## config.mk

```make
export PLATFORM = sky130hd
export DESIGN_NAME = ntc_table_temperature
export DESIGN_NICKNAME = d
export VERILOG_FILES = /design/src/design/ntc_tt_pkg.sv /design/src/design/ntc_table_temperature.sv /design/src/design/ntc_tt_rom.sv /design/src/design/ntc_tt_div.sv
export SDC_FILE = /design/constraint.sdc
export NUM_CORES = 1
export LEC_CHECK = 0
export BUFFER_PORTS_ARGS = -buffer_cell sky130_fd_sc_hd__buf_4
export CAP_MARGIN = 20
export CORE_MARGIN = 2
export CORE_UTILIZATION = 60
export CTS_CLUSTER_SIZE = 24
export DETAILED_ROUTE_END_ITERATION = 8
export GPL_TIMING_DRIVEN = 1
export PLACE_DENSITY = 0.82
export SYNTH_ARGS = -nofsm -noshare
export SYNTH_HDL_FRONTEND = slang
export SYNTH_HIERARCHICAL = 1
export SYNTH_SLANG_ARGS = --single-unit
export TNS_END_PERCENT = 1
```

## constraint.sdc

```tcl
create_clock -name clk -period 8.8 [get_ports clk]
set_input_delay 1.76 -clock clk [delete_from_list [all_inputs] [get_ports clk]]
set_output_delay 1.76 -clock clk [all_outputs]
set_load 0.02 [all_outputs]
```

## src/design/ntc_tt_pkg.sv

```systemverilog
package ntc_tt_pkg;

	localparam int CODE_W      = 12;
	localparam int TEMP_W      = 12;
	localparam int NUM_W       = 16;  // 4095 * 10 fits
	localparam int SUM_W       = 18;
	localparam int ROM_LISTED  = 126;
	localparam int BASE_DEGREE = 20;

	localparam logic signed [TEMP_W-1:0] TEMP_LOW_CLAMP = -12'sd200;
	localparam logic signed [SUM_W-1:0]  TEMP_MAX = 18'sd2047;
	localparam logic signed [SUM_W-1:0]  TEMP_MIN = -18'sd2048;

	localparam logic [CODE_W-1:0] NTC_ROM [ROM_LISTED] = '{
		12'd3738, 12'd3719, 12'd3698, 12'd3677, 12'd3655, 12'd3631, 12'd3607, 12'd3582,
		12'd3556, 12'd3530, 12'd3502, 12'd3473, 12'd3443, 12'd3412, 12'd3381, 12'd3348,
		12'd3314, 12'd3280, 12'd3244, 12'd3208, 12'd3170, 12'd3132, 12'd3093, 12'd3053,
		12'd3012, 12'd2970, 12'd2928, 12'd2885, 12'd2842, 12'd2797, 12'd2752, 12'd2707,
		12'd2661, 12'd2615, 12'd2568, 12'd2522, 12'd2474, 12'd2427, 12'd2379, 12'd2332,
		12'd2284, 12'd2237, 12'd2189, 12'd2142, 12'd2095, 12'd2048, 12'd2001, 12'd1954,
		12'd1908, 12'd1863, 12'd1818, 12'd1773, 12'd1729, 12'd1685, 12'd1642, 12'd1600,
		12'd1558, 12'd1517, 12'd1477, 12'd1437, 12'd1398, 12'd1360, 12'd1323, 12'd1286,
		12'd1250, 12'd1215, 12'd1180, 12'd1147, 12'd1114, 12'd1082, 12'd1051, 12'd1020,
		12'd990,  12'd961,  12'd933,  12'd905,  12'd878,  12'd852,  12'd827,  12'd802,
		12'd778,  12'd755,  12'd732,  12'd710,  12'd688,  12'd668,  12'd647,  12'd628,
		12'd609,  12'd590,  12'd572,  12'd555,  12'd538,  12'd522,  12'd506,  12'd491,
		12'd476,  12'd461,  12'd447,  12'd434,  12'd421,  12'd408,  12'd395,  12'd384,
		12'd372,  12'd361,  12'd350,  12'd340,  12'd330,  12'd320,  12'd311,  12'd302,
		12'd293,  12'd284,  12'd276,  12'd268,  12'd261,  12'd253,  12'd246,  12'd239,
		12'd233,  12'd226,  12'd220,  12'd214,  12'd209,  12'd203
	};

	typedef enum logic [1:0] {
		ST_IDLE,
		ST_SEARCH,
		ST_DIVIDE,
		ST_DONE
	} state_t;

	typedef struct packed {
		logic             start;
		logic [NUM_W-1:0] num;
		logic [CODE_W-1:0] den;
	} div_req_t;

	typedef struct packed {
		logic             done;
		logic [NUM_W-1:0] quot;
	} div_sts_t;

	// Entries past the listed codes read as zero.
	function automatic logic [CODE_W-1:0] rom_entry(input logic [7:0] idx);
		logic [CODE_W-1:0] val;
		val = '0;
		if (idx < 8'(ROM_LISTED))
			val = NTC_ROM[idx[6:0]];
		return val;
	endfunction

	function automatic logic signed [SUM_W-1:0] deg_tenths(input logic [7:0] idx);
		logic signed [SUM_W-1:0] d;
		d = $signed(SUM_W'(idx)) - SUM_W'(BASE_DEGREE);
		return (d <<< 3) + (d <<< 1);
	endfunction

	function automatic logic signed [TEMP_W-1:0] sat_temp(input logic signed [SUM_W-1:0] v);
		logic signed [TEMP_W-1:0] r;
		if (v > TEMP_MAX)
			r = TEMP_MAX[TEMP_W-1:0];
		else if (v < TEMP_MIN)
			r = TEMP_MIN[TEMP_W-1:0];
		else
			r = v[TEMP_W-1:0];
		return r;
	endfunction

endpackage

```

## src/design/ntc_table_temperature.sv

```systemverilog
// Each item runs a binary search over the table (ended early on a clamp),
// then a serial divide when interpolating.
// Throughput: one item in flight; the next is taken the cycle after the result leaves.
// Search speed is set by the two-port table ROM (one step per cycle), divide by the
// one-bit-per-cycle restoring divider. Clamp, exact hits and flat or rising pairs skip the divide.
// Reset (arst_n low, asynchronous) returns the controller to idle; no result is pending.
module ntc_table_temperature import ntc_tt_pkg::*; #(
	parameter int TABLE_ENTRIES = 126
) (
	input  logic                     clk,
	input  logic                     arst_n,
	input  logic                     in_valid,
	output logic                     in_stall,
	input  logic [CODE_W-1:0]        adc_code,
	output logic                     out_valid,
	input  logic                     out_stall,
	output logic signed [TEMP_W-1:0] temp_tenths,
	output logic                     clamped_high
);

	localparam int IDX_W = (TABLE_ENTRIES > 2) ? $clog2(TABLE_ENTRIES) : 1;
	localparam logic [IDX_W-1:0] HI_INIT = IDX_W'(TABLE_ENTRIES - 1);

	state_t state_q, state_d;

	// search bounds and item data
	logic [IDX_W-1:0]         lo_q, lo_d, hi_q, hi_d;
	logic                     first_q, first_d;
	logic [CODE_W-1:0]        code_q, code_d;
	logic signed [SUM_W-1:0]  base_q, base_d;
	logic signed [TEMP_W-1:0] temp_q, temp_d;
	logic                     clamp_q, clamp_d;

	// table read ports
	logic [IDX_W-1:0]  addr_a, addr_b;
	logic [CODE_W-1:0] rd_a, rd_b;

	// current-step arithmetic
	logic [IDX_W:0]    sum_w;
	logic [IDX_W-1:0]  up_w, half_w;
	logic              loop_w;
	logic [CODE_W:0]   span_w;
	logic [CODE_W:0]   diff_w;
	logic [NUM_W-1:0]  n10_w;

	// next-step addressing
	logic [IDX_W:0]    sum_d;
	logic              loop_d;

	div_req_t div_req;
	div_sts_t div_sts;

	assign sum_w  = {1'b0, lo_q} + {1'b0, hi_q};
	assign up_w   = IDX_W'((sum_w + 1'b1) >> 1);
	assign half_w = sum_w[IDX_W:1];
	assign loop_w = {1'b0, hi_q} > ({1'b0, lo_q} + 1'b1);

	// rd_a holds T[lo]; rd_b holds T[up] while looping, T[hi] at the end
	assign span_w = {1'b0, rd_a} - {1'b0, rd_b};
	assign diff_w = {1'b0, rd_a} - {1'b0, code_q};
	// ((T[lo]-code)*100+5)/10 reduces to (T[lo]-code)*10, or 0 when code lies above T[lo]
	assign n10_w  = diff_w[CODE_W] ? '0 :
		(NUM_W'(diff_w[CODE_W-1:0]) << 3) + (NUM_W'(diff_w[CODE_W-1:0]) << 1);

	always_comb begin
		state_d      = state_q;
		lo_d         = lo_q;
		hi_d         = hi_q;
		first_d      = 1'b0;
		code_d       = code_q;
		base_d       = base_q;
		temp_d       = temp_q;
		clamp_d      = clamp_q;
		div_req.start = 1'b0;
		div_req.num  = n10_w;
		div_req.den  = span_w[CODE_W-1:0];
		case (state_q)
			ST_IDLE: begin
				if (in_valid) begin
					code_d  = adc_code;
					lo_d    = '0;
					hi_d    = HI_INIT;
					first_d = 1'b1;
					state_d = ST_SEARCH;
				end
			end
			ST_SEARCH: begin
				if (first_q && (code_q > rd_a)) begin
					// above the coldest entry: saturate to -20.0
					temp_d  = TEMP_LOW_CLAMP;
					clamp_d = 1'b1;
					state_d = ST_DONE;
				end else if (loop_w) begin
					if ((code_q <= rd_a) && (code_q > rd_b))
						hi_d = up_w;
					else
						lo_d = half_w;
				end else begin
					clamp_d = 1'b0;
					state_d = ST_DONE;
					if (rd_a == code_q) begin
						temp_d = sat_temp(deg_tenths(8'(lo_q)));
					end else if (rd_b == code_q) begin
						temp_d = sat_temp(deg_tenths(8'(hi_q)));
					end else if (span_w[CODE_W] || (span_w == '0)) begin
						// flat or rising pair: whole degree of lower entry
						temp_d = sat_temp(deg_tenths(8'(lo_q)));
					end else begin
						base_d        = deg_tenths(8'(lo_q));
						div_req.start = 1'b1;
						state_d       = ST_DIVIDE;
					end
				end
			end
			ST_DIVIDE: begin
				if (div_sts.done) begin
					temp_d  = sat_temp(base_q + $signed(SUM_W'(div_sts.quot)));
					state_d = ST_DONE;
				end
			end
			ST_DONE: begin
				if (!out_stall)
					state_d = ST_IDLE;
			end
			default: state_d = ST_IDLE;
		endcase
	end

	// addresses for the next step come from the next bounds, so one step per cycle
	assign sum_d  = {1'b0, lo_d} + {1'b0, hi_d};
	assign loop_d = {1'b0, hi_d} > ({1'b0, lo_d} + 1'b1);
	assign addr_a = lo_d;
	assign addr_b = loop_d ? IDX_W'((sum_d + 1'b1) >> 1) : hi_d;

	always_ff @(posedge clk or negedge arst_n) begin
		if (!arst_n) begin
			state_q <= ST_IDLE;
			first_q <= 1'b0;
		end else begin
			state_q <= state_d;
			first_q <= first_d;
		end
	end

	always_ff @(posedge clk) begin
		lo_q    <= lo_d;
		hi_q    <= hi_d;
		code_q  <= code_d;
		base_q  <= base_d;
		temp_q  <= temp_d;
		clamp_q <= clamp_d;
	end

	ntc_tt_rom #(
		.DEPTH (TABLE_ENTRIES),
		.AW    (IDX_W)
	) u_rom (
		.clk    (clk),
		.addr_a (addr_a),
		.addr_b (addr_b),
		.rd_a_q (rd_a),
		.rd_b_q (rd_b)
	);

	ntc_tt_div u_div (
		.clk    (clk),
		.arst_n (arst_n),
		.req    (div_req),
		.sts    (div_sts)
	);

	assign in_stall     = (state_q != ST_IDLE);
	assign out_valid    = (state_q == ST_DONE);
	assign temp_tenths  = temp_q;
	assign clamped_high = clamp_q;

endmodule

```

## src/design/ntc_tt_rom.sv

```systemverilog
module ntc_tt_rom import ntc_tt_pkg::*; #(
	parameter int DEPTH = 126,
	parameter int AW    = 7
) (
	input  logic              clk,
	input  logic [AW-1:0]     addr_a,
	input  logic [AW-1:0]     addr_b,
	output logic [CODE_W-1:0] rd_a_q,
	output logic [CODE_W-1:0] rd_b_q
);

	logic [CODE_W-1:0] mem [DEPTH];

	for (genvar g = 0; g < DEPTH; g++) begin : g_fill
		assign mem[g] = rom_entry(8'(g));
	end

	// two read ports, registered outputs
	always_ff @(posedge clk) begin
		rd_a_q <= mem[addr_a];
		rd_b_q <= mem[addr_b];
	end

endmodule

```

## src/design/ntc_tt_div.sv

```systemverilog
module ntc_tt_div import ntc_tt_pkg::*; (
	input  logic     clk,
	input  logic     arst_n,
	input  div_req_t req,
	output div_sts_t sts
);

	localparam int CNT_W = $clog2(NUM_W);

	logic              busy_q;
	logic              done_q;
	logic [CNT_W-1:0]  cnt_q;
	logic [CODE_W-1:0] rem_q;
	logic [NUM_W-1:0]  quo_q;
	logic [CODE_W-1:0] den_q;
	logic [CODE_W:0]   shifted;
	logic              fits;

	// restoring divide, one quotient bit per cycle
	assign shifted = {rem_q, quo_q[NUM_W-1]};
	assign fits    = shifted >= {1'b0, den_q};

	always_ff @(posedge clk or negedge arst_n) begin
		if (!arst_n) begin
			busy_q <= 1'b0;
			done_q <= 1'b0;
			cnt_q  <= '0;
		end else begin
			done_q <= 1'b0;
			if (req.start) begin
				busy_q <= 1'b1;
				cnt_q  <= '0;
			end else if (busy_q) begin
				cnt_q <= cnt_q + 1'b1;
				if (cnt_q == CNT_W'(NUM_W - 1)) begin
					busy_q <= 1'b0;
					done_q <= 1'b1;
				end
			end
		end
	end

	always_ff @(posedge clk) begin
		if (req.start) begin
			rem_q <= '0;
			quo_q <= req.num;
			den_q <= req.den;
		end else if (busy_q) begin
			rem_q <= fits ? CODE_W'(shifted - {1'b0, den_q}) : shifted[CODE_W-1:0];
			quo_q <= {quo_q[NUM_W-2:0], fits};
		end
	end

	assign sts.done = done_q;
	assign sts.quot = quo_q;

endmodule

```

======== After elaboration in Yosys (flattened, before gate mapping) ========
Memory sizes are Yosys's and may differ from the RTL's. A register that Yosys moved wholly into a read port is not among the register bits.
Cells that the tools add are included.
operators by class
  add/sub/neg operators ................... 16
  order comparisons ....................... 12
  eq/ne operators ......................... 12
  mux-type cells .......................... 54
  bitwise logic cells ..................... 7
  reduce and logical (&&, ||, !) cells .... 13
operators by type and width
  kind                                                              number
  two-way mux 12 bit                                                13
  two-way mux 7 bit                                                 9
  two-way mux 16 bit                                                3
  greater-than comparator 18 x 12 -> 1 bit (second input constant)  2
  < comparator 18 x 12 -> 1 bit (second input constant)             2
  one-hot mux 7 bit (2 select lines)                                2
  subtractor 12 x 12 -> 13 bit                                      2
  adder 11 x 9 -> 12 bit                                            2
  == test 12 bit                                                    2
  greater-than comparator 12 bit                                    2
  one-hot mux 12 bit (2 select lines)                               1
  adder 18 x 17 -> 18 bit                                           1
  two-way mux 1 bit                                                 18
  adder 15 x 13 -> 16 bit                                           1
  adder 7 x 1 -> 8 bit (second input constant)                      2
  adder 7 x 7 -> 8 bit                                              2
  adder 8 x 1 -> 8 bit (second input constant)                      2
  greater-than comparator 7 x 8 -> 1 bit                            2
  inverter 7 -> 8 bit                                               2
  subtractor 7 x 5 -> 8 bit (second input constant)                 2
  >= comparator 13 x 12 -> 1 bit                                    1
  zero test 13 bit                                                  1
  greater-than comparator 12 bit (second input constant)            1
  <= comparator 12 bit                                              1
  other kinds (21)                                                  38
storage, ports and cells
  flip-flop bits (word level) ............. 106
  ROM bits ................................ 3072
  input bits .............................. 16
  output and inout bits ................... 15
  logic and storage cells ................. 130
  memories ................................ 2
memories
  memory           words  bits a word  rd ports  clocked after memory_dff  write ports  RTL line          RTL
  (no name shown)  128    12           1         1                         0            ntc_tt_rom.sv:20  rd_a_q <= mem[addr_a];
  (no name shown)  128    12           1         1                         0            ntc_tt_rom.sv:21  rd_b_q <= mem[addr_b];

======== Depth between registers and ports, before layout ========
  depth after elaboration ................. 11
  mapped depth ............................ 33
  gate-level depth less buffers ........... 30

======== Cells and area by module ========
The synthesis kept the hierarchy.
by module, submodules not included
  module                 times used  cells an instance  area each (um2)  seq. area each (um2)
  ntc_table_temperature  1           801                6954.2           1436.4
  ntc_tt_rom             1           670                4508.1           480.5
  ntc_tt_div             1           234                2537.4           1231.2

======== Worst setup path after synthesis ========
OpenSTA, ideal clock, no wires.
  kind .................................... input-to-reg
  start ................................... in in_valid
  end ..................................... reg u_rom.rd_b_q[6]
  setup time .............................. 0.079 ns
  arrival ................................. 7.547 ns
  required time ........................... 8.721 ns
  path slack .............................. 1.174 ns
  cell stages on the path ................. 27
  path buffers ............................ 3
  path through ............................ nand2_1 -> inv_1 -> a21oi_1 -> a22oi_1 -> mux2i_1 -> ha_1 -> inv_1 -> ha_1 -> nor2b_1 -> o21a_1 -> o21a_1 -> o21a_1 -> o21a_1 -> o21a_1 -> o22ai_1 -> a41o_1 -> buf_6 -> mux2i_1 -> clkbuf_1 -> inv_1 -> ha_1 -> buf_2 -> inv_1 -> mux4_2 -> a211oi_1 -> a21oi_1 -> a22oi_1
on the way
  longest elaborated chain between the ends .. 6
  elaborated cells on any way between the ends .. 10
  those cells by class .................... 3 x add/sub; 1 x order compare; 5 x mux; 1 x bitwise
RTL lines
  item                                                                                   RTL line                                                    RTL
  start: declaration                                                                     ntc_table_temperature.sv:12                                 input logic in_valid,
  two-way mux 7 bit *                                                                    ntc_table_temperature.sv:79                                 if (in_valid) begin
  one-hot mux 7 bit (2 select lines) *                                                   ntc_table_temperature.sv:77                                 case (state_q)
  named net addr_a[1]                                                                    ntc_table_temperature.sv:35                                 logic [IDX_W-1:0] addr_a, addr_b;
  adder 7 x 7 -> 8 bit / adder 7 x 1 -> 8 bit (equally long branches)                    ntc_table_temperature.sv:130, ntc_table_temperature.sv:131
  adder 8 x 1 -> 8 bit / greater-than comparator 7 x 8 -> 1 bit (equally long branches)  ntc_table_temperature.sv:133, ntc_table_temperature.sv:131
  two-way mux 7 bit *                                                                    ntc_table_temperature.sv:133                                assign addr_b = loop_d ? IDX_W'((sum_d + 1'b1) >> 1) : hi_d;
  named net addr_b[1]                                                                    ntc_table_temperature.sv:35
  inverter 7 -> 8 bit (not written as such) *                                            ntc_tt_rom.sv:21
  end: declaration                                                                       ntc_tt_rom.sv:9                                             output logic [CODE_W-1:0] rd_b_q
The timed path passes the listed nets; every way through them passes the cells marked *.
A chain may end at the register's enable or synchronous reset.

======== Worst setup path after layout ========
  start ................................... reg lo_q[1]
  end ..................................... reg u_rom.rd_b_q[5]
on the way
  longest elaborated chain between the ends .. 10
  elaborated cells on any way between the ends .. 19
  those cells by class .................... 6 x add/sub; 2 x order compare; 10 x mux; 1 x bitwise
RTL lines
  item                                         RTL line                      RTL
  start: declaration                           ntc_table_temperature.sv:27   logic [IDX_W-1:0] lo_q, lo_d, hi_q, hi_d;
  start signal: assignment                     ntc_table_temperature.sv:146  lo_q <= lo_d;
  adder 7 x 7 -> 8 bit                         ntc_table_temperature.sv:53   assign sum_w = {1'b0, lo_q} + {1'b0, hi_q};
  adder 8 x 1 -> 8 bit                         ntc_table_temperature.sv:54   assign up_w = IDX_W'((sum_w + 1'b1) >> 1);
  two-way mux 7 bit                            ntc_table_temperature.sv:94   if ((code_q <= rd_a) && (code_q > rd_b))
  two-way mux 7 bit *                          ntc_table_temperature.sv:93   end else if (loop_w) begin
  two-way mux 7 bit *                          ntc_table_temperature.sv:88   if (first_q && (code_q > rd_a)) begin
  one-hot mux 7 bit (2 select lines) *         ntc_table_temperature.sv:77
  named net hi_d[1]                            ntc_table_temperature.sv:27
  adder 7 x 7 -> 8 bit                         ntc_table_temperature.sv:130  assign sum_d = {1'b0, lo_d} + {1'b0, hi_d};
  adder 8 x 1 -> 8 bit                         ntc_table_temperature.sv:133
  two-way mux 7 bit *                          ntc_table_temperature.sv:133
  named net addr_b[0]                          ntc_table_temperature.sv:35
  inverter 7 -> 8 bit (not written as such) *  ntc_tt_rom.sv:21
Marked as above.

==> results.cfg <==
[job]
maxCapViolations = 0

[route]
final_antenna_net_count = 0
num_vias = 13200
first_iter_violations = 1319
avgViaCountPerCell = 6.63
post_drt_wl_per_cell_um = 19.5
first_pass_iters = 6
wirelength_um = 39100
drc = 0

[setup_path]
slowest_delay_ns = 0.67
crit_top_cell = o21a_1
cp_max_fo = 13
arrival_ns = 7.91
crit_path_top_delay_cell = nor3b_1
required_ns = 9.10
ff2ff_setup_slack_ns = 1.19
criticalPathCategory = flip-flop to flip-flop
critPathLaunchType = flip-flop
critPathCaptureType = flip-flop

[timing]
setup_viol = 0
slew_headroom = 0.391
clock_skew_ns = 0.0118
report.final.slew_viol_count = 0
fmax_ghz = 0.131
min_period_ns = 7.61
setup_tns_ns = 0
hold_viol_final = 0
rsz0062_at_grt = no
tightest_slew_ns = 0.902
post-route-period-util = 0.865

[grt]
grt_pass1_vias = 12400
gr-total-overflow = 0
grt_max_degree = 81
grt_pass1_wl_um = 62500
grtUsageTotal = 0.315
grt_antenna_before_repair = 0

[yosys]
synth_top_cell_area_share = 0.138
netlist_area_sq_mm = 0.0140
syn_nets = 1884
synthArstFlopShare = 0.0732
synth_ff_type = edfxtp_1
synth-seq-area-share = 0.225
ys_types = 101
synth_area_leaders = ha_1 (14%), edfxtp_1 (14%), dfxtp_1 (7.1%)
ys_seq_elements = 123
synth_top_area_cell = ha_1
synth-edff-count = 64
ys_warn_count = 6
syn_area_per_cell_sq_um = 8.21
syn_inst = 1705

[place]
portBuffers = 30
dp_hpwl_um = 28000
place.gp.congestion = 0.982

[clock_network]
cts_tree = yes
cts_hold_buf = 0
clockRootBuffer = clkbuf_16
cts_max_path_buffers = 2
htree_levels = 4
ctsResizeCount = 0
clk_pin_slew_ns = 0.06
post_cts_buffers = 0
cts_sinks = 123
clock_latency_ns = 0.43
cts_buffers = 17

[layout]
syn2layout_area_growth_pct = 6.01
antenna_cells = 0
layout-drive-gt1-share = 0.0944
finalNetCount = 1851

[status]
run_status = completed

[die]
ios = 31
rows = 55
die_y_um = 157
dieArea_sq_mm = 0.0246
die_width_um = 157
initial_core_util = 0.615
coreArea_sq_mm = 0.0228

[hold_path]
min_path_type = flip-flop to flip-flop
flip-flops by register name (all words and copies together) (netlist names), 2 cells and up:
signal        cells
base_q           11
code_q           12
hi_q              7
lo_q              7
state_q           2
temp_tenths      12
u_div/cnt_q       4
u_div/den_q      12
u_div/quo_q      16
u_div/rem_q      12
u_rom/rd_a_q     12
u_rom/rd_b_q     12
area by class of cell:
class                           count  area [sq um]
Timing Repair Buffer               50           375
Inverter                          111           419
Clock buffer                       18           429
Sequential cell                   123          3150
Multi-Input combinational cell   1369          9930
Tap cell                          313           392
Clock inverter                     14           150
Fill cell                        1877          7940
synthesized netlist by cell type (31+ instances only):
library cell	n
nor3_1	46
a211oi_1	36
inv_1	107
dfxtp_1	50
nand2b_1	33
edfxtp_1	64
a21oi_1	145
xor2_1	35
nor2b_1	42
nor2_1	130
clkbuf_1	47
xnor2_1	54
nand2_1	115
o21ai_0	109
ha_1	154
buf_2	31
path summary, 6_finish.rpt:
kind,startpoint,to,depth (start not counted)
max,lo_q[1]$_DFF_P_,u_rom/rd_b_q[5]$_DFF_P_,29
min,u_div/rem_q[8]$_SDFFE_PP0P_,u_div/rem_q[9]$_SDFFE_PP0P_,2
max reg2reg,lo_q[1]$_DFF_P_,u_rom/rd_b_q[5]$_DFF_P_,29
min reg2reg,u_div/rem_q[8]$_SDFFE_PP0P_,u_div/rem_q[9]$_SDFFE_PP0P_,2
max in group asynchronous,arst_n,state_q[0]$_DFFE_PN0P_,1
min in group asynchronous,arst_n,u_div/done_q$_DFF_PN0_,1
through the flow:
stage           util  area (sq um)  worst slack [ns]  std cells  hold slack (ns)
2_1_floorplan      -         14000              1.17       1705            0.467
3_3_place_gp   0.626         14300              1.11       1965            0.490
3_5_place_dp   0.626         14300             0.976       1966            0.494
4_1_cts        0.652         14800              1.30       1998            0.504
5_1_grt        0.652         14800             0.662       1998            0.537
6_report       0.652         14800              1.19       1998            0.497
critical path, delay by kind of cell, from the launching register on:
kind,cells,cell delay (ns)
compound gates,12,2.79
mux,2,0.61
buf+inv,2,0.35
flops,1,0.62
simple gates,8,1.57
fa+ha+maj,4,1.38
xor+xnor,1,0.18
cells in the final DEF (no fill, tap or decap), types with 20 or more instances in the layout:
master	n
a211oi_1	36
a21o_1	29
a21oi_1	145
a311oi_1	20
buf_4	50
dfxtp_1	50
edfxtp_1	64
ha_1	154
inv_1	107
mux2_2	21
nand2_1	115
nand2b_1	33
nand3_1	28
nor2_1	130
nor2b_1	42
nor3_1	45
o211ai_1	24
o21a_1	20
o21ai_0	109
xnor2_1	54
xor2_1	35
routing by layer:
metal / vias to the layer above / wire, um / global-route usage
li1: 6262 / - / -
met1: 6213 / 16600 / 0.409
met2: 639 / 18300 / 0.523
met3: 129 / 2720 / 0.0471
met4: 0 / 1470 / 0.135
met5: - / 0 / 0
logic make-up (layout without fill, tap and decap cells):
family | after synthesis | count (layout) | share of synthesized area
xor+xnor | 89 | 89 | 0.0557
mux | 51 | 51 | 0.0442
flops | 123 | 123 | 0.225
buf+inv | 213 | 193 | 0.0689
compound gates | 577 | 577 | 0.281
fa+ha+maj | 163 | 163 | 0.151
simple gates | 488 | 488 | 0.174
other cells | 1 | 1 | 0.000268
Power is left out: the tool's default activity adds up to more than one toggle a clock period on the data nets, which glitch-free logic cannot reach.
